$ cat config.mk
export PLATFORM = sky130hd
export DESIGN_NAME = triangle_scanline_fill
export DESIGN_NICKNAME = d
export VERILOG_FILES = /design/src/sv/tsf_pkg.sv /design/src/sv/tsf_div.sv /design/src/sv/tsf_datapath.sv /design/src/sv/tsf_ctrl.sv /design/src/sv/triangle_scanline_fill.sv
export SDC_FILE = /design/constraint.sdc
export NUM_CORES = 1
export LEC_CHECK = 0
export ABC_CLOCK_PERIOD_IN_PS = 18100
export BUFFER_PORTS_ARGS = -buffer_cell sky130_fd_sc_hd__buf_2
export CORE_UTILIZATION = 50
export DETAILED_ROUTE_END_ITERATION = 16
export PLACE_DENSITY = 0.73
export SYNTH_ARGS = -nofsm -noshare
export SYNTH_HDL_FRONTEND = slang
export SYNTH_SLANG_ARGS = --single-unit
export TNS_END_PERCENT = 1
$ cat constraint.sdc
create_clock -name clk -period 18.1 [get_ports clk]
set_input_delay 1.81 -clock clk [delete_from_list [all_inputs] [get_ports clk]]
set_output_delay 1.81 -clock clk [all_outputs]
set_load 0.05 [all_outputs]
$ cat src/sv/tsf_pkg.sv
// shared types and constants for the scanline triangle fill block
`default_nettype none

package tsf_pkg;

  localparam int TSF_COORD_BITS = 12;

  typedef enum logic [1:0] {
    S_IDLE,
    S_SETUP,
    S_DIV,
    S_EMIT
  } tsf_state_t;

  typedef enum logic [1:0] {
    EK_SPAN,
    EK_FLAT,
    EK_IDLE
  } tsf_emit_t;

  typedef struct packed {
    logic      load_start;
    logic      div_start;
    logic      div_step;
    logic      emit;
    tsf_emit_t emit_kind;
  } tsf_cmd_t;

  typedef struct packed {
    logic active;
    logic flat;
  } tsf_status_t;

endpackage

`default_nettype wire

$ cat src/sv/tsf_div.sv
// iterative signed divider, truncating toward zero, one quotient bit per step
`default_nettype none

module tsf_div import tsf_pkg::*; #(
  parameter int COORD_BITS = TSF_COORD_BITS
) (
  input  wire logic                        clk,
  input  wire logic                        start,
  input  wire logic                        step,
  input  wire logic signed [2*COORD_BITS:0] dividend,
  input  wire logic [COORD_BITS-1:0]       divisor,
  output logic signed [COORD_BITS:0]       quotient
);

  localparam int CB    = COORD_BITS;
  localparam int ACC_W = 2 * CB + 1;

  logic [CB-1:0]    rem_r, rem_nxt;
  logic [CB-1:0]    low_r, low_nxt;
  logic [CB-1:0]    div_r, div_nxt;
  logic             neg_r, neg_nxt;
  logic             dz_r, dz_nxt;
  logic [ACC_W-1:0] mag;
  logic [CB:0]      trial;
  logic [CB:0]      diff;
  logic             ge;

  // magnitude stays below 2^(2*CB) and its upper half below the divisor
  assign mag   = dividend[ACC_W-1] ? (~dividend + ACC_W'(1)) : dividend;
  assign trial = {rem_r, low_r[CB-1]};
  assign ge    = (trial >= {1'b0, div_r});
  assign diff  = trial - {1'b0, div_r};

  always_comb begin
    rem_nxt = rem_r;
    low_nxt = low_r;
    div_nxt = div_r;
    neg_nxt = neg_r;
    dz_nxt  = dz_r;
    if (start) begin
      rem_nxt = mag[2*CB-1:CB];
      low_nxt = mag[CB-1:0];
      div_nxt = divisor;
      neg_nxt = dividend[ACC_W-1];
      dz_nxt  = (divisor == '0);
    end else if (step) begin
      rem_nxt = ge ? diff[CB-1:0] : trial[CB-1:0];
      low_nxt = {low_r[CB-2:0], ge};
    end
  end

  always_ff @(posedge clk) begin
    rem_r <= rem_nxt;
    low_r <= low_nxt;
    div_r <= div_nxt;
    neg_r <= neg_nxt;
    dz_r  <= dz_nxt;
  end

  always_comb begin
    if (dz_r) begin
      quotient = '0;
    end else if (neg_r) begin
      quotient = -$signed({1'b0, low_r});
    end else begin
      quotient = $signed({1'b0, low_r});
    end
  end

endmodule

`default_nettype wire

$ cat src/sv/tsf_datapath.sv
// vertex sort, edge accumulators, dividers and span output register
`default_nettype none

module tsf_datapath import tsf_pkg::*; #(
  parameter int COORD_BITS = TSF_COORD_BITS
) (
  input  wire logic                         clk,
  input  wire logic                         rst_n,
  input  wire tsf_cmd_t                     cmd,
  output tsf_status_t                       status,
  input  wire logic signed [COORD_BITS-1:0] in_vertex_a_x,
  input  wire logic signed [COORD_BITS-1:0] in_vertex_a_y,
  input  wire logic signed [COORD_BITS-1:0] in_vertex_b_x,
  input  wire logic signed [COORD_BITS-1:0] in_vertex_b_y,
  input  wire logic signed [COORD_BITS-1:0] in_vertex_c_x,
  input  wire logic signed [COORD_BITS-1:0] in_vertex_c_y,
  input  wire logic [15:0]                  in_pixel_color,
  output logic signed [COORD_BITS-1:0]      out_span_x,
  output logic signed [COORD_BITS-1:0]      out_span_y,
  output logic [COORD_BITS:0]               out_span_length,
  output logic [15:0]                       out_span_color,
  output logic                              out_last_span,
  output logic                              out_idle_flag
);

  localparam int CB    = COORD_BITS;
  localparam int ACC_W = 2 * CB + 1;

  logic signed [CB-1:0]    vx0_r, vx1_r, vx2_r, vy0_r, vy1_r, vy2_r;
  logic signed [CB-1:0]    sx0, sx1, sx2, sy0, sy1, sy2;
  logic signed [CB-1:0]    row_r;
  logic [15:0]             color_r;
  logic                    lower_r;
  logic                    active_r;
  logic signed [ACC_W-1:0] lacc_r, racc_r;

  logic signed [CB-1:0]    ox_r, oy_r;
  logic [CB:0]             olen_r;
  logic [15:0]             ocolor_r;
  logic                    olast_r, oidle_r;

  logic [CB:0]             h01, h12, h02;
  logic [CB:0]             dx01, dx12, dx02;
  logic [CB:0]             dxl;
  logic signed [CB:0]      ql, qr;
  logic signed [CB-1:0]    xbase;
  logic signed [CB+1:0]    span_a, span_b, lo, hi;
  logic [CB+1:0]           len_w;
  logic signed [CB-1:0]    minx, maxx;
  logic [CB:0]             row_inc;
  logic                    last_row;
  logic                    to_lower;

  // stable compare-swap network on y: 0/1, 1/2, 0/1
  always_comb begin
    logic signed [CB-1:0] x0, x1, x2, y0, y1, y2, tx, ty;
    tx = '0; ty = '0;
    x0 = in_vertex_a_x; y0 = in_vertex_a_y;
    x1 = in_vertex_b_x; y1 = in_vertex_b_y;
    x2 = in_vertex_c_x; y2 = in_vertex_c_y;
    if (y0 > y1) begin
      tx = x0; ty = y0; x0 = x1; y0 = y1; x1 = tx; y1 = ty;
    end
    if (y1 > y2) begin
      tx = x1; ty = y1; x1 = x2; y1 = y2; x2 = tx; y2 = ty;
    end
    if (y0 > y1) begin
      tx = x0; ty = y0; x0 = x1; y0 = y1; x1 = tx; y1 = ty;
    end
    sx0 = x0; sx1 = x1; sx2 = x2;
    sy0 = y0; sy1 = y1; sy2 = y2;
  end

  assign h01  = {vy1_r[CB-1], vy1_r} - {vy0_r[CB-1], vy0_r};
  assign h12  = {vy2_r[CB-1], vy2_r} - {vy1_r[CB-1], vy1_r};
  assign h02  = {vy2_r[CB-1], vy2_r} - {vy0_r[CB-1], vy0_r};
  assign dx01 = {vx1_r[CB-1], vx1_r} - {vx0_r[CB-1], vx0_r};
  assign dx12 = {vx2_r[CB-1], vx2_r} - {vx1_r[CB-1], vx1_r};
  assign dx02 = {vx2_r[CB-1], vx2_r} - {vx0_r[CB-1], vx0_r};
  assign dxl  = lower_r ? dx12 : dx01;

  tsf_div #(.COORD_BITS(CB)) u_div_left (
    .clk      (clk),
    .start    (cmd.div_start),
    .step     (cmd.div_step),
    .dividend (lacc_r),
    .divisor  (lower_r ? h12[CB-1:0] : h01[CB-1:0]),
    .quotient (ql)
  );

  tsf_div #(.COORD_BITS(CB)) u_div_right (
    .clk      (clk),
    .start    (cmd.div_start),
    .step     (cmd.div_step),
    .dividend (racc_r),
    .divisor  (h02[CB-1:0]),
    .quotient (qr)
  );

  assign xbase  = lower_r ? vx1_r : vx0_r;
  assign span_a = {{2{xbase[CB-1]}}, xbase} + {ql[CB], ql};
  assign span_b = {{2{vx0_r[CB-1]}}, vx0_r} + {qr[CB], qr};

  always_comb begin
    minx = vx0_r;
    maxx = vx0_r;
    if (vx1_r < minx) minx = vx1_r;
    if (vx1_r > maxx) maxx = vx1_r;
    if (vx2_r < minx) minx = vx2_r;
    if (vx2_r > maxx) maxx = vx2_r;
  end

  always_comb begin
    if (cmd.emit_kind == EK_FLAT) begin
      lo = {{2{minx[CB-1]}}, minx};
      hi = {{2{maxx[CB-1]}}, maxx};
    end else if (span_a > span_b) begin
      lo = span_b;
      hi = span_a;
    end else begin
      lo = span_a;
      hi = span_b;
    end
  end

  assign len_w    = hi - lo + (CB+2)'(1);
  assign last_row = (row_r == vy2_r);
  assign row_inc  = {row_r[CB-1], row_r} + (CB+1)'(1);
  // upper part ends one row above y1 unless the bottom edge is flat
  assign to_lower = !lower_r && (row_inc == {vy1_r[CB-1], vy1_r}) && (vy1_r != vy2_r);

  always_ff @(posedge clk) begin
    if (!rst_n) begin
      active_r <= 1'b0;
      lower_r  <= 1'b0;
    end else if (cmd.load_start) begin
      active_r <= (sy0 != sy2);
      lower_r  <= (sy0 == sy1);
    end else if (cmd.emit && cmd.emit_kind == EK_SPAN) begin
      if (last_row) active_r <= 1'b0;
      if (to_lower) lower_r <= 1'b1;
    end
  end

  always_ff @(posedge clk) begin
    if (cmd.load_start) begin
      vx0_r   <= sx0;
      vx1_r   <= sx1;
      vx2_r   <= sx2;
      vy0_r   <= sy0;
      vy1_r   <= sy1;
      vy2_r   <= sy2;
      color_r <= in_pixel_color;
      row_r   <= sy0;
      lacc_r  <= '0;
      racc_r  <= '0;
    end else if (cmd.emit && cmd.emit_kind == EK_SPAN) begin
      row_r  <= row_inc[CB-1:0];
      lacc_r <= to_lower ? '0 : lacc_r + {{(ACC_W-CB-1){dxl[CB]}}, dxl};
      racc_r <= racc_r + {{(ACC_W-CB-1){dx02[CB]}}, dx02};
    end
  end

  always_ff @(posedge clk) begin
    if (cmd.emit) begin
      case (cmd.emit_kind)
        EK_SPAN: begin
          ox_r     <= lo[CB-1:0];
          oy_r     <= row_r;
          olen_r   <= len_w[CB:0];
          ocolor_r <= color_r;
          olast_r  <= last_row;
          oidle_r  <= 1'b0;
        end
        EK_FLAT: begin
          ox_r     <= lo[CB-1:0];
          oy_r     <= vy0_r;
          olen_r   <= len_w[CB:0];
          ocolor_r <= color_r;
          olast_r  <= 1'b1;
          oidle_r  <= 1'b0;
        end
        default: begin
          ox_r     <= '0;
          oy_r     <= '0;
          olen_r   <= '0;
          ocolor_r <= '0;
          olast_r  <= 1'b0;
          oidle_r  <= 1'b1;
        end
      endcase
    end
  end

  assign status.active = active_r;
  assign status.flat   = (vy0_r == vy2_r);

  assign out_span_x      = ox_r;
  assign out_span_y      = oy_r;
  assign out_span_length = olen_r;
  assign out_span_color  = ocolor_r;
  assign out_last_span   = olast_r;
  assign out_idle_flag   = oidle_r;

endmodule

`default_nettype wire

$ cat src/sv/tsf_ctrl.sv
// sequencing state machine: accept, setup, division steps, span emit
`default_nettype none

module tsf_ctrl import tsf_pkg::*; #(
  parameter int COORD_BITS = TSF_COORD_BITS
) (
  input  wire logic        clk,
  input  wire logic        rst_n,
  input  wire logic        in_valid,
  input  wire logic        in_action,
  output logic             in_stall,
  output logic             out_valid,
  input  wire logic        out_stall,
  input  wire tsf_status_t status,
  output tsf_cmd_t         cmd
);

  localparam int CNT_W = $clog2(COORD_BITS);

  tsf_state_t       state_r, state_nxt;
  tsf_emit_t        kind_r, kind_nxt;
  logic [CNT_W-1:0] cnt_r, cnt_nxt;
  logic             out_valid_r, out_valid_nxt;
  logic             slot_free;

  assign slot_free = !out_valid_r || !out_stall;

  // next state
  always_comb begin
    state_nxt = state_r;
    kind_nxt  = kind_r;
    cnt_nxt   = cnt_r;
    case (state_r)
      S_IDLE: begin
        if (in_valid) begin
          if (!in_action) begin
            state_nxt = S_SETUP;
          end else if (status.active) begin
            state_nxt = S_DIV;
            kind_nxt  = EK_SPAN;
            cnt_nxt   = '0;
          end else begin
            state_nxt = S_EMIT;
            kind_nxt  = EK_IDLE;
          end
        end
      end
      S_SETUP: begin
        if (status.flat) begin
          state_nxt = S_EMIT;
          kind_nxt  = EK_FLAT;
        end else begin
          state_nxt = S_DIV;
          kind_nxt  = EK_SPAN;
          cnt_nxt   = '0;
        end
      end
      S_DIV: begin
        cnt_nxt = cnt_r + CNT_W'(1);
        if (cnt_r == CNT_W'(COORD_BITS - 1)) state_nxt = S_EMIT;
      end
      S_EMIT: begin
        if (slot_free) state_nxt = S_IDLE;
      end
      default: state_nxt = S_IDLE;
    endcase
  end

  // outputs
  always_comb begin
    cmd           = '0;
    cmd.emit_kind = kind_r;
    in_stall      = 1'b1;
    case (state_r)
      S_IDLE: begin
        in_stall       = 1'b0;
        cmd.load_start = in_valid && !in_action;
        cmd.div_start  = in_valid && in_action && status.active;
      end
      S_SETUP: begin
        cmd.div_start = !status.flat;
      end
      S_DIV: begin
        cmd.div_step = 1'b1;
      end
      S_EMIT: begin
        cmd.emit = slot_free;
      end
      default: ;
    endcase
  end

  // output beat register stays valid until taken
  always_comb begin
    out_valid_nxt = out_valid_r;
    if (cmd.emit) out_valid_nxt = 1'b1;
    else if (!out_stall) out_valid_nxt = 1'b0;
  end

  always_ff @(posedge clk) begin
    if (!rst_n) begin
      state_r     <= S_IDLE;
      kind_r      <= EK_IDLE;
      cnt_r       <= '0;
      out_valid_r <= 1'b0;
    end else begin
      state_r     <= state_nxt;
      kind_r      <= kind_nxt;
      cnt_r       <= cnt_nxt;
      out_valid_r <= out_valid_nxt;
    end
  end

  assign out_valid = out_valid_r;

endmodule

`default_nettype wire

$ cat src/sv/triangle_scanline_fill.sv
// a span request passes the division steps, then emit, before its beat is registered;
// a start item passes setup first, a flat start goes from setup to emit, and a request
// with no triangle goes straight to emit; the two dividers retire one quotient bit per
// cycle; a new item is taken once the last has left emit, even while its beat waits
// reset: synchronous active low, clears the sequencer, the active triangle and out_valid
`default_nettype none

module triangle_scanline_fill import tsf_pkg::*; #(
  parameter int COORD_BITS = TSF_COORD_BITS
) (
  input  wire logic                         clk,
  input  wire logic                         rst_n,
  input  wire logic                         in_valid,
  output logic                              in_stall,
  input  wire logic                         in_action,
  input  wire logic signed [COORD_BITS-1:0] in_vertex_a_x,
  input  wire logic signed [COORD_BITS-1:0] in_vertex_a_y,
  input  wire logic signed [COORD_BITS-1:0] in_vertex_b_x,
  input  wire logic signed [COORD_BITS-1:0] in_vertex_b_y,
  input  wire logic signed [COORD_BITS-1:0] in_vertex_c_x,
  input  wire logic signed [COORD_BITS-1:0] in_vertex_c_y,
  input  wire logic [15:0]                  in_pixel_color,
  output logic                              out_valid,
  input  wire logic                         out_stall,
  output logic signed [COORD_BITS-1:0]      out_span_x,
  output logic signed [COORD_BITS-1:0]      out_span_y,
  output logic [COORD_BITS:0]               out_span_length,
  output logic [15:0]                       out_span_color,
  output logic                              out_last_span,
  output logic                              out_idle_flag
);

  tsf_cmd_t    cmd;
  tsf_status_t status;

  tsf_ctrl #(.COORD_BITS(COORD_BITS)) u_ctrl (
    .clk       (clk),
    .rst_n     (rst_n),
    .in_valid  (in_valid),
    .in_action (in_action),
    .in_stall  (in_stall),
    .out_valid (out_valid),
    .out_stall (out_stall),
    .status    (status),
    .cmd       (cmd)
  );

  tsf_datapath #(.COORD_BITS(COORD_BITS)) u_datapath (
    .clk             (clk),
    .rst_n           (rst_n),
    .cmd             (cmd),
    .status          (status),
    .in_vertex_a_x   (in_vertex_a_x),
    .in_vertex_a_y   (in_vertex_a_y),
    .in_vertex_b_x   (in_vertex_b_x),
    .in_vertex_b_y   (in_vertex_b_y),
    .in_vertex_c_x   (in_vertex_c_x),
    .in_vertex_c_y   (in_vertex_c_y),
    .in_pixel_color  (in_pixel_color),
    .out_span_x      (out_span_x),
    .out_span_y      (out_span_y),
    .out_span_length (out_span_length),
    .out_span_color  (out_span_color),
    .out_last_span   (out_last_span),
    .out_idle_flag   (out_idle_flag)
  );

`ifndef SYNTHESIS
  a_idle_beat_only_inactive: assert property (@(posedge clk) disable iff (!rst_n)
    (cmd.emit && cmd.emit_kind == EK_IDLE) |-> !status.active)
    else $error("idle beat emitted with a triangle active");

  a_span_beat_only_active: assert property (@(posedge clk) disable iff (!rst_n)
    (cmd.emit && cmd.emit_kind == EK_SPAN) |-> status.active)
    else $error("span beat emitted with no triangle active");

  a_idle_not_last: assert property (@(posedge clk) disable iff (!rst_n)
    out_valid |-> !(out_idle_flag && out_last_span))
    else $error("beat flagged both idle and last");

  a_start_setup: assert property (@(posedge clk) disable iff (!rst_n)
    (in_valid && !in_stall && !in_action) |=> (!cmd.emit && !cmd.div_step && in_stall))
    else $error("start item skipped its setup cycle");
`endif

endmodule

`default_nettype wire

======== Word level (Yosys, flattened, before mapping) ========
Cells that the tools add are included.
word-level totals
  logic and storage cells ................. 185
  bits in registers ....................... 292
  output and inout port bits .............. 57
  input bits .............................. 93
operators by class
  multiplexer cells ....................... 75
  bitwise gates (word level) .............. 2
  reductions and logical operators ........ 28
  magnitude comparators ................... 10
  equality and inequality tests ........... 18
  $add $sub $neg .......................... 20
operators by type and width
  operator               number
  $mux 12                30
  $mux 13                9
  $gt 12x12->1           5
  $sub 12x12->12         5
  $add 25x25->25         2
  $add 24x2->24 const B  2
  $mux 24                2
  $not 24->24            2
  $sub 12x12->13         3
  $eq 12x12->1           3
  $add 12x13->14         2
  $ge 13x12->1           2
  $neg 12->13            2
  $mux 25                1
  $logic_not 12->1       2
  $lt 12x12->1           2
  $ne 12x12->1           2
  $pmux 12 s2            1
  $mux 1                 16
  $mux 4                 4
  $gt 14x14->1           1
  $mux 2                 7
  $add 12x2->13 const B  1
  $add 13x2->13 const B  1
  22 further kinds       46

======== Longest topological paths before layout ========
Gate-level depths: netlist of run 1.
  depth in word-level cells ............... 9
  mapped depth ............................ 44
  gate-level depth less buffers ........... 42

======== By module ========
A second synthesis of run 1 with hierarchy kept.
second synthesis, totals
  cells, all modules ...................... 3,009
  area, all modules ....................... 25,849.8 um^2
by module, submodules not included
  module        seq. area each (um^2)  instances  cells each  area an instance (um^2)
  tsf_datapath  5,695.5                1          2,251       19,057.0
  tsf_div       1,141.1                2          343         3,103.0
  tsf_ctrl      180.2                  1          72          586.8

======== Worst setup path before layout of run 1 ========
No wires, ideal clock.
  kind .................................... in2reg
  start ................................... input in_vertex_b_y[11]
  end ..................................... register u_datapath.row_r[5] (data pin)
  data required time ...................... 17.830 ns
  arrival ................................. 8.459 ns
  path buffers ............................ 6
  cell stages on the path ................. 34
  path slack .............................. 9.371 ns
  setup time .............................. 0.270 ns
  path through ............................ inv_1 > ha_1 > nand4_1 > or3b_1 > or2_1 > o21ai_0 > or2_2 > buf_2 > buf_2 > mux2i_1 > inv_1 > ha_1 > nor2b_1 > o21bai_1 > a211oi_1 > o31ai_1 > clkbuf_1 > clkbuf_1 > clkbuf_1 > clkbuf_1 > nand2_1 > o21ai_0 > ha_1 > nor2b_1 > o21a_1 > o21ai_0 > nand2b_1 > a221oi_1 > o221a_4 > nor2_8 > mux2_4 > o221a_2 > nor2_1 > a21oi_1
between the ends
  longest elaborated chain between the ends .. 7
  elaborated cells on any way between the ends .. 8
  those cells by class .................... order compare: 3; mux: 5
ends and longest elaborated chain
  element                RTL line                      source
  start, declared        triangle_scanline_fill.sv:19  input wire logic signed [COORD_BITS-1:0] in_vertex_b_y,
  $gt 12x12->1           tsf_datapath.sv:61            if (y0 > y1) begin
  $mux 12                tsf_datapath.sv:61
  $gt 12x12->1           tsf_datapath.sv:64            if (y1 > y2) begin
  $mux 12                tsf_datapath.sv:64
  $gt 12x12->1           tsf_datapath.sv:67            if (y0 > y1) begin
  $mux 12 (*)            tsf_datapath.sv:67
  net u_datapath.sy0[5]  tsf_datapath.sv:30            logic signed [CB-1:0] sx0, sx1, sx2, sy0, sy1, sy2;
  $mux 12 (*)            tsf_datapath.sv:146           if (cmd.load_start) begin
  end signal, assigned   tsf_datapath.sv:154           row_r <= sy0;
  end signal, assigned   tsf_datapath.sv:158           row_r <= row_inc[CB-1:0];
  end, declared          tsf_datapath.sv:31            logic signed [CB-1:0] row_r;
The timed path passes the listed nets; every way through them passes the cells marked *.
A chain may end at the register's enable or synchronous reset.

======== Worst setup path in the final report of run 1 ========
  start ................................... input in_vertex_b_y[11]
  end ..................................... register u_datapath.vx1_r[0] (data pin)
between the ends
  longest elaborated chain between the ends .. 6
  elaborated cells on any way between the ends .. 10
  those cells by class .................... order compare: 3; mux: 7
ends and longest elaborated chain
  element                RTL line             source
  $gt 12x12->1           tsf_datapath.sv:61
  $mux 12                tsf_datapath.sv:61
  $gt 12x12->1           tsf_datapath.sv:64
  $mux 12                tsf_datapath.sv:64
  $gt 12x12->1           tsf_datapath.sv:67
  $mux 12 (*)            tsf_datapath.sv:67
  net u_datapath.sx1[0]  tsf_datapath.sv:30
  end signal, assigned   tsf_datapath.sv:148  vx1_r <= sx1;
  end, declared          tsf_datapath.sv:29   logic signed [CB-1:0] vx0_r, vx1_r, vx2_r, vy0_r, vy1_r, vy2_r;
Marks and branches as above.

==> flow_summary.yaml, run 1 <==
die:
  placementRows: 81
  die_y_microns: 226
  ios: 150
  fp.dieW_microns: 226
  initial_core_util: 0.510
  die_area_sq_mm: 0.0510
  coreArea_sq_mm: 0.0492
placed_design:
  gpl.final_weighted_congestion: 0.965
  placedCellCount: 3655
  detailedPlacementHpwl_mm: 54.9
  place.port_buffers: 149
grt:
  overall_overflow_remaining_after_global_route: 0
  first_global_vias: 20637
  grt_antenna_before_repair: 0
  globalRouteTotalUtil: 0.276
  grt_pass1_wl_mm: 110
  grt_start_max_net_pins: 96
logic_synthesis:
  ys_ff_latch: 292
  synth_top_flop_cell: "edfxtp_1"
  post_synthesis_net_count: 3303
  post_synthesis_cell_area_sq_mm: 0.0251
  cell_types_with_the_largest_area_share_after_synthesis: "edfxtp_1 (28%), ha_1 (14%), dfxtp_1 (4.9%)"
  synth-async-reset-ratio: 0
  synthCells: 2923
  synthesis.yosys.warnings: 0
  synth.lib_cells_used.distinct: 85
  synth_enable_flop_cells: 231
  synthDominantCellAreaShare: 0.277
  synth_largest_area_cell: "edfxtp_1"
  postSynthAreaPerCell_sq_um: 8.58
  synth-seq-area-share: 0.325
clocking:
  clock_latency_ps: 580
  postCtsHoldBufs: 0
  tritoncts_num_sinks: 292
  cts-buffers-inserted: 36
  ctsRootBufferMaster: "clkbuf_16"
  cts.htree.levels: 2
  clk_path_buf_depth: 3
  cts_tree: "done"
  cts.clk_slew.worst_paths_ps: 60
  post-cts-setup-buffers: 0
  cts_resized: 0
critical_path:
  worst_ep_required_time_ps: 18530
  critical_path.max_stage_delay_ps: 1070
  critical_path.endpoint_type: "register"
  number_of_buffer_and_inverter_stages_on_the_critical_path: 4
  criticalPathCategory: "input port to register"
  data_arrival_time_of_the_worst_path_ps: 9860
  worstReg2RegStart: "u_datapath.vx0_r[1]"
  critical_path.startpoint_type: "input port"
  cp_num_cells: 28
  critical-path-top-cell-by-count: "ha_1"
  ff2ff_setup_slack_ps: 8920
  cell_family_contributing_the_most_delay_on_the_critical_path: "simple AND/OR/NAND/NOR gates"
  reg2regPathDepth: 41
  rr_endpoint: "u_datapath.out_span_length[12]"
  crit_path_top_delay_cell: "mux2i_1"
  worstPathMaxFanout: 76
timing:
  setup_viol_count_final: 0
  timing_worst_slew_pin_value_ps: 1380
  max-slew-margin-rel: 0.0546
  fin_worst_skew_ps: 29.7
  accumulated_negative_setup_slack_ps: 0
  period_minus_slack_ps: 9430
  finalHoldViolCount: 0
  achievable-frequency_ghz: 0.106
  rsz_0062_raised_after_global_routing: "false"
  final_max_slew_viol_count: 0
  final.period_utilization: 0.521
final_layout:
  antenna_diode_count: 0
  layout-drive-gt1-share: 0.0900
  final_util: 0.563
  post_synthesis_to_final_layout_area_growth_pct: 10.3
  fin_cells: 3720
  fillers: 4355
  total_nets_final: 3409
worst_hold_path:
  worst_min_delay_path_endpoint: "u_datapath.lacc_r[23]"
  hold_path.startpoint: "u_datapath.lacc_r[23]"
  worst_hold_path_type: "register to register"
  worst_hold_path.num_cells: 2
run:
  max-cap-violations: 0
detailed_routing:
  dr_total_vias: 21797
  avgViaCountPerCell: 5.86
  first_iter_violations: 1933
  drc: 0
  avg_wl_per_cell_microns: 19.1
  postRouteAntennaNets: 0
  drt_first_pass_iters: 5
  routed_wl_mm: 71.0
outcome:
  run_status: "finished clean"
## worst max path at each step
stage	start	endpoint	slack, ps
after detailed placement	in_vertex_b_y[11]	u_datapath.vx1_r[9]	8230
after CTS	in_vertex_b_y[11]	u_datapath.vx1_r[9]	8810
after global routing	in_vertex_b_y[11]	u_datapath.vx1_r[7]	8090
after floorplan	in_vertex_b_y[11]	u_datapath.row_r[5]	9370
after global placement	in_vertex_b_y[11]	u_datapath.vy1_r[6]	8380
final	in_vertex_b_y[11]	u_datapath.vx1_r[0]	8670
## through the flow
step	hold slack [ps]	instance area, sq um	setup slack (ps)
2_1_floorplan	406	25100	9370
3_3_place_gp	459	26400	8380
3_5_place_dp	489	26400	8230
4_1_cts	499	27700	8810
5_1_grt	525	27700	8090
6_report	501	27700	8670
## layer usage
layer,part of all wire,GRT usage,up-vias
met5,0,0,-
met4,0.031,0.0924,0
met3,0.064,0.0334,121
met1,0.44,0.375,10319
met2,0.46,0.454,747
li1,-,-,10610
## worst min-delay path: cells and delay by family (launching register included)
kind	cells	cell delay (ps)
flops	1	330
simple gates	1	60
compound gates	1	60
## Yosys cell counts (9+ instances only)
cell type,number
nor3_1,38
o21a_1,19
nand2_1,311
a21boi_0,24
mux2_2,17
a21oi_1,215
a211oi_1,23
and3_1,10
or3_1,48
a21o_1,54
nand2b_1,31
fa_1,13
nor4_1,14
nor2b_1,54
o22ai_1,30
and2_1,15
o31ai_1,28
mux2i_1,91
dfxtp_1,61
inv_1,239
o21ai_0,233
edfxtp_1,231
nand3_1,41
or4_1,9
xor2_1,104
nand4_1,31
clkbuf_1,81
nor2_1,293
ha_1,274
xnor2_1,126
o21bai_1,30
## layout make-up
| type | instances | area [sq um] | area share |
|---|---|---|---|
| clock inverter | 23 | 277 | 0.0100 |
| timing repair buffer | 168 | 888 | 0.0321 |
| tap | 664 | 831 | 0.0300 |
| clock buffer | 42 | 966 | 0.0349 |
| sequential | 292 | 8160 | 0.295 |
| multi-input combinational | 2291 | 15600 | 0.565 |
| inverter | 240 | 903 | 0.0327 |
## flip-flops by register name (all words and copies together), names as in the netlist, 13 cells and up
| signal | count |
|---|---|
| u_datapath.lacc_r | 25 |
| u_datapath.racc_r | 25 |
| u_datapath.out_span_length | 13 |
| u_datapath.out_span_color | 16 |
| u_datapath.color_r | 16 |
## cell usage in the layout, fill, tap and decap left out, drive strengths merged, types with 10 or more instances in the layout
cell type	count
nand2	311
nand3	41
and3	10
a21boi	25
o31ai	28
nand2b	31
nor2	294
xor2	104
edfxtp	231
or3	48
a21o	54
nor3	38
xnor2	126
ha	274
o21ai	238
inv	239
mux2i	91
and2	15
o22ai	30
nor2b	54
dfxtp	61
clkinv	17
mux2	18
o21a	19
a211oi	23
buf	168
nor4	14
clkbuf	42
o21bai	30
a21oi	220
fa	13
nand4	31
## cells by family (layout without fill, tap and decap cells)
logic type / Yosys count / after routing / share of synthesized area
and+or+nand+nor: 921 / 921 / 0.168
xor gates and xnor gates: 230 / 230 / 0.0804
DFF: 292 / 292 / 0.325
AOI/OAI and AO/OA: 744 / 744 / 0.182
adders and majority gates: 287 / 287 / 0.147
buffers and inverters: 340 / 473 / 0.0524
muxes: 109 / 109 / 0.0446
Power of run 1 is left out: the tool's default activity adds up to more than one toggle a clock period on the data nets, which glitch-free logic cannot reach.
==> inputs of run 2 (changes only) <==
--- a/config.mk
+++ b/config.mk
@@ -5,7 +5,7 @@
 export SDC_FILE = /design/constraint.sdc
 export NUM_CORES = 1
 export LEC_CHECK = 0
-export ABC_CLOCK_PERIOD_IN_PS = 18100
+export ABC_CLOCK_PERIOD_IN_PS = 9300
 export BUFFER_PORTS_ARGS = -buffer_cell sky130_fd_sc_hd__buf_2
 export CORE_UTILIZATION = 50
 export DETAILED_ROUTE_END_ITERATION = 16
==> constraint.sdc (replaced) <==
create_clock -name clk -period 9.3 [get_ports clk]
set_input_delay 0.93 -clock clk [delete_from_list [all_inputs] [get_ports clk]]
set_output_delay 0.93 -clock clk [all_outputs]
set_load 0.05 [all_outputs]
==> flow_summary.yaml, run 2 (synthesized netlist as in run 1, its figures left out) <==
timing:
  setup_viol_count_final: 0
  accumulated_negative_setup_slack_ps: 0
  fin_ws_ps: 713
  finalHoldViolCount: 0
  max-slew-margin-rel: 0.0919
  achievable-frequency_ghz: 0.116
  fin_hold_ws_ps: 481
  timing_worst_slew_pin_value_ps: 1320
  final_max_slew_viol_count: 0
  rsz_0062_raised_after_global_routing: "false"
  final.period_utilization: 0.923
  fin_worst_skew_ps: 27.1
  period_minus_slack_ps: 8590
detailed_routing:
  drt_first_pass_iters: 6
  avgViaCountPerCell: 5.81
  dr_total_vias: 21638
  avg_wl_per_cell_microns: 18.9
  routed_wl_mm: 70.4
  drc: 0
  postRouteAntennaNets: 0
  first_iter_violations: 1821
final_layout:
  antenna_diode_count: 0
  fin_cells: 3727
  layout-drive-gt1-share: 0.0930
  layout.cells.most_common: "nand2_1"
  fillers: 4350
  reg_top3: "u_datapath.lacc_r: 25 flops, u_datapath.racc_r: 25 flops"
  total_nets_final: 3416
  mostFrequentLayoutCells: "nand2_1 (311), nor2_1 (293), ha_1 (274)"
  post_synthesis_to_final_layout_area_growth_pct: 10.6
critical_path:
  critical_path.max_stage_delay_ps: 410
  worstPathMaxFanout: 36
  cell_family_contributing_the_most_delay_on_the_critical_path: "compound AO/OA/AOI/OAI gates"
  number_of_buffer_and_inverter_stages_on_the_critical_path: 3
  worst_ep_required_time_ps: 9570
  critical_path.startpoint: "u_datapath.u_div_right.low_r[0]"
  data_arrival_time_of_the_worst_path_ps: 8860
  critical_path.endpoint_type: "register"
  crit_path_top_delay_cell: "edfxtp_1"
  criticalPathCategory: "register to register"
  critical_path.startpoint_type: "register"
  worstReg2RegStart: "u_datapath.u_div_right.low_r[0]"
  critical-path-top-cell-by-count: "a21oi_1"
placed_design:
  place.port_buffers: 149
  placedCellCount: 3662
  gpl.final_weighted_congestion: 0.978
  dpl_worst_slack_ps: 530
  detailedPlacementHpwl_mm: 55.1
clocking:
  cts-buffers-inserted: 36
  cts.clk_slew.worst_paths_ps: 60
  postCtsHoldBufs: 0
  cts.htree.levels: 2
  clock_latency_ps: 560
  ctsRootBufferMaster: "clkbuf_16"
  clk_path_buf_depth: 3
  cts_resized: 0
  cts_tree: "done"
  post-cts-setup-buffers: 0
  tritoncts_num_sinks: 292
worst_hold_path:
  worst_hold_path_type: "register to register"
  hold_path.startpoint: "u_ctrl.cnt_r[1]"
die:
  initial_core_util: 0.510
  fp.dieW_microns: 226
  die_y_microns: 226
  die_area_sq_mm: 0.0510
  ios: 150
  placementRows: 81
  coreArea_sq_mm: 0.0492
grt:
  globalRouteTotalUtil: 0.274
  first_global_vias: 20343
  overall_overflow_remaining_after_global_route: 0
  grt_pass1_wl_mm: 109
  grt_start_max_net_pins: 77
  grt_antenna_before_repair: 0
outcome:
  run_status: "finished clean"
run:
  max-cap-violations: 0
==> run 2: changes by cell type in the layout (fill, tap and decap cells not counted) <==
cell,previous run,this run
buf_4,19,26
clkinv_2,5,2
a21oi_1,215,214
o21ai_0,232,231
clkinv_1,9,5
clkinvlp_4,1,2
clkbuf_1,4,6
o21ai_1,4,5
inv_6,0,2
a21oi_2,5,6
clkbuf_8,0,4
clkbuf_16,38,36
==> run 2: layout make-up <==
class / instances / area, sq um / area share
clock buffer: 46 / 978 / 0.0353
clock inverter: 19 / 272 / 0.00979
inverter: 240 / 903 / 0.0326
multi-input combinational: 2291 / 15600 / 0.564
sequential: 292 / 8160 / 0.294
tap: 664 / 831 / 0.0300
timing repair buffer: 175 / 941 / 0.0339
==> run 2: final timing paths <==
| check | endpoint | slack (ps) | cells after the start |
|---|---|---|---|
| hold reg to reg | u_ctrl.cnt_r[1] | 480 | 2 |
| setup / recovery | u_datapath.out_span_length[12] | 710 | 40 |
| hold / removal | u_ctrl.cnt_r[1] | 480 | 2 |
| setup reg to reg | u_datapath.out_span_length[12] | 710 | 40 |
==> run 2: routing by layer <==
metal,wire length [microns],up-vias,track usage
li1,-,10608,-
met1,31500,10231,0.373
met2,32800,685,0.456
met3,4260,114,0.0324
met4,1810,0,0.0768
met5,0,-,0
==> run 2: per-stage QoR <==
| step | cell area (sq um) | utilization |
|---|---|---|
| final | 27700 | 0.564 |
| after global routing | 27700 | 0.564 |
| after CTS | 27700 | 0.564 |
| after detailed placement | 26500 | 0.538 |
| after global placement | 26500 | 0.538 |
| after floorplan | 25100 | - |
==> run 2: worst register-to-register path: cells and delay by family, from the launching register on <==
family          cells  cell delay, ps
buf+inv             3             570
mux                 2             470
flops               1             410
simple gates        8            1210
compound gates     18            3460
fa+ha+maj           5            1420
xor+xnor            4             730
Power of run 2 is left out for the same reason.
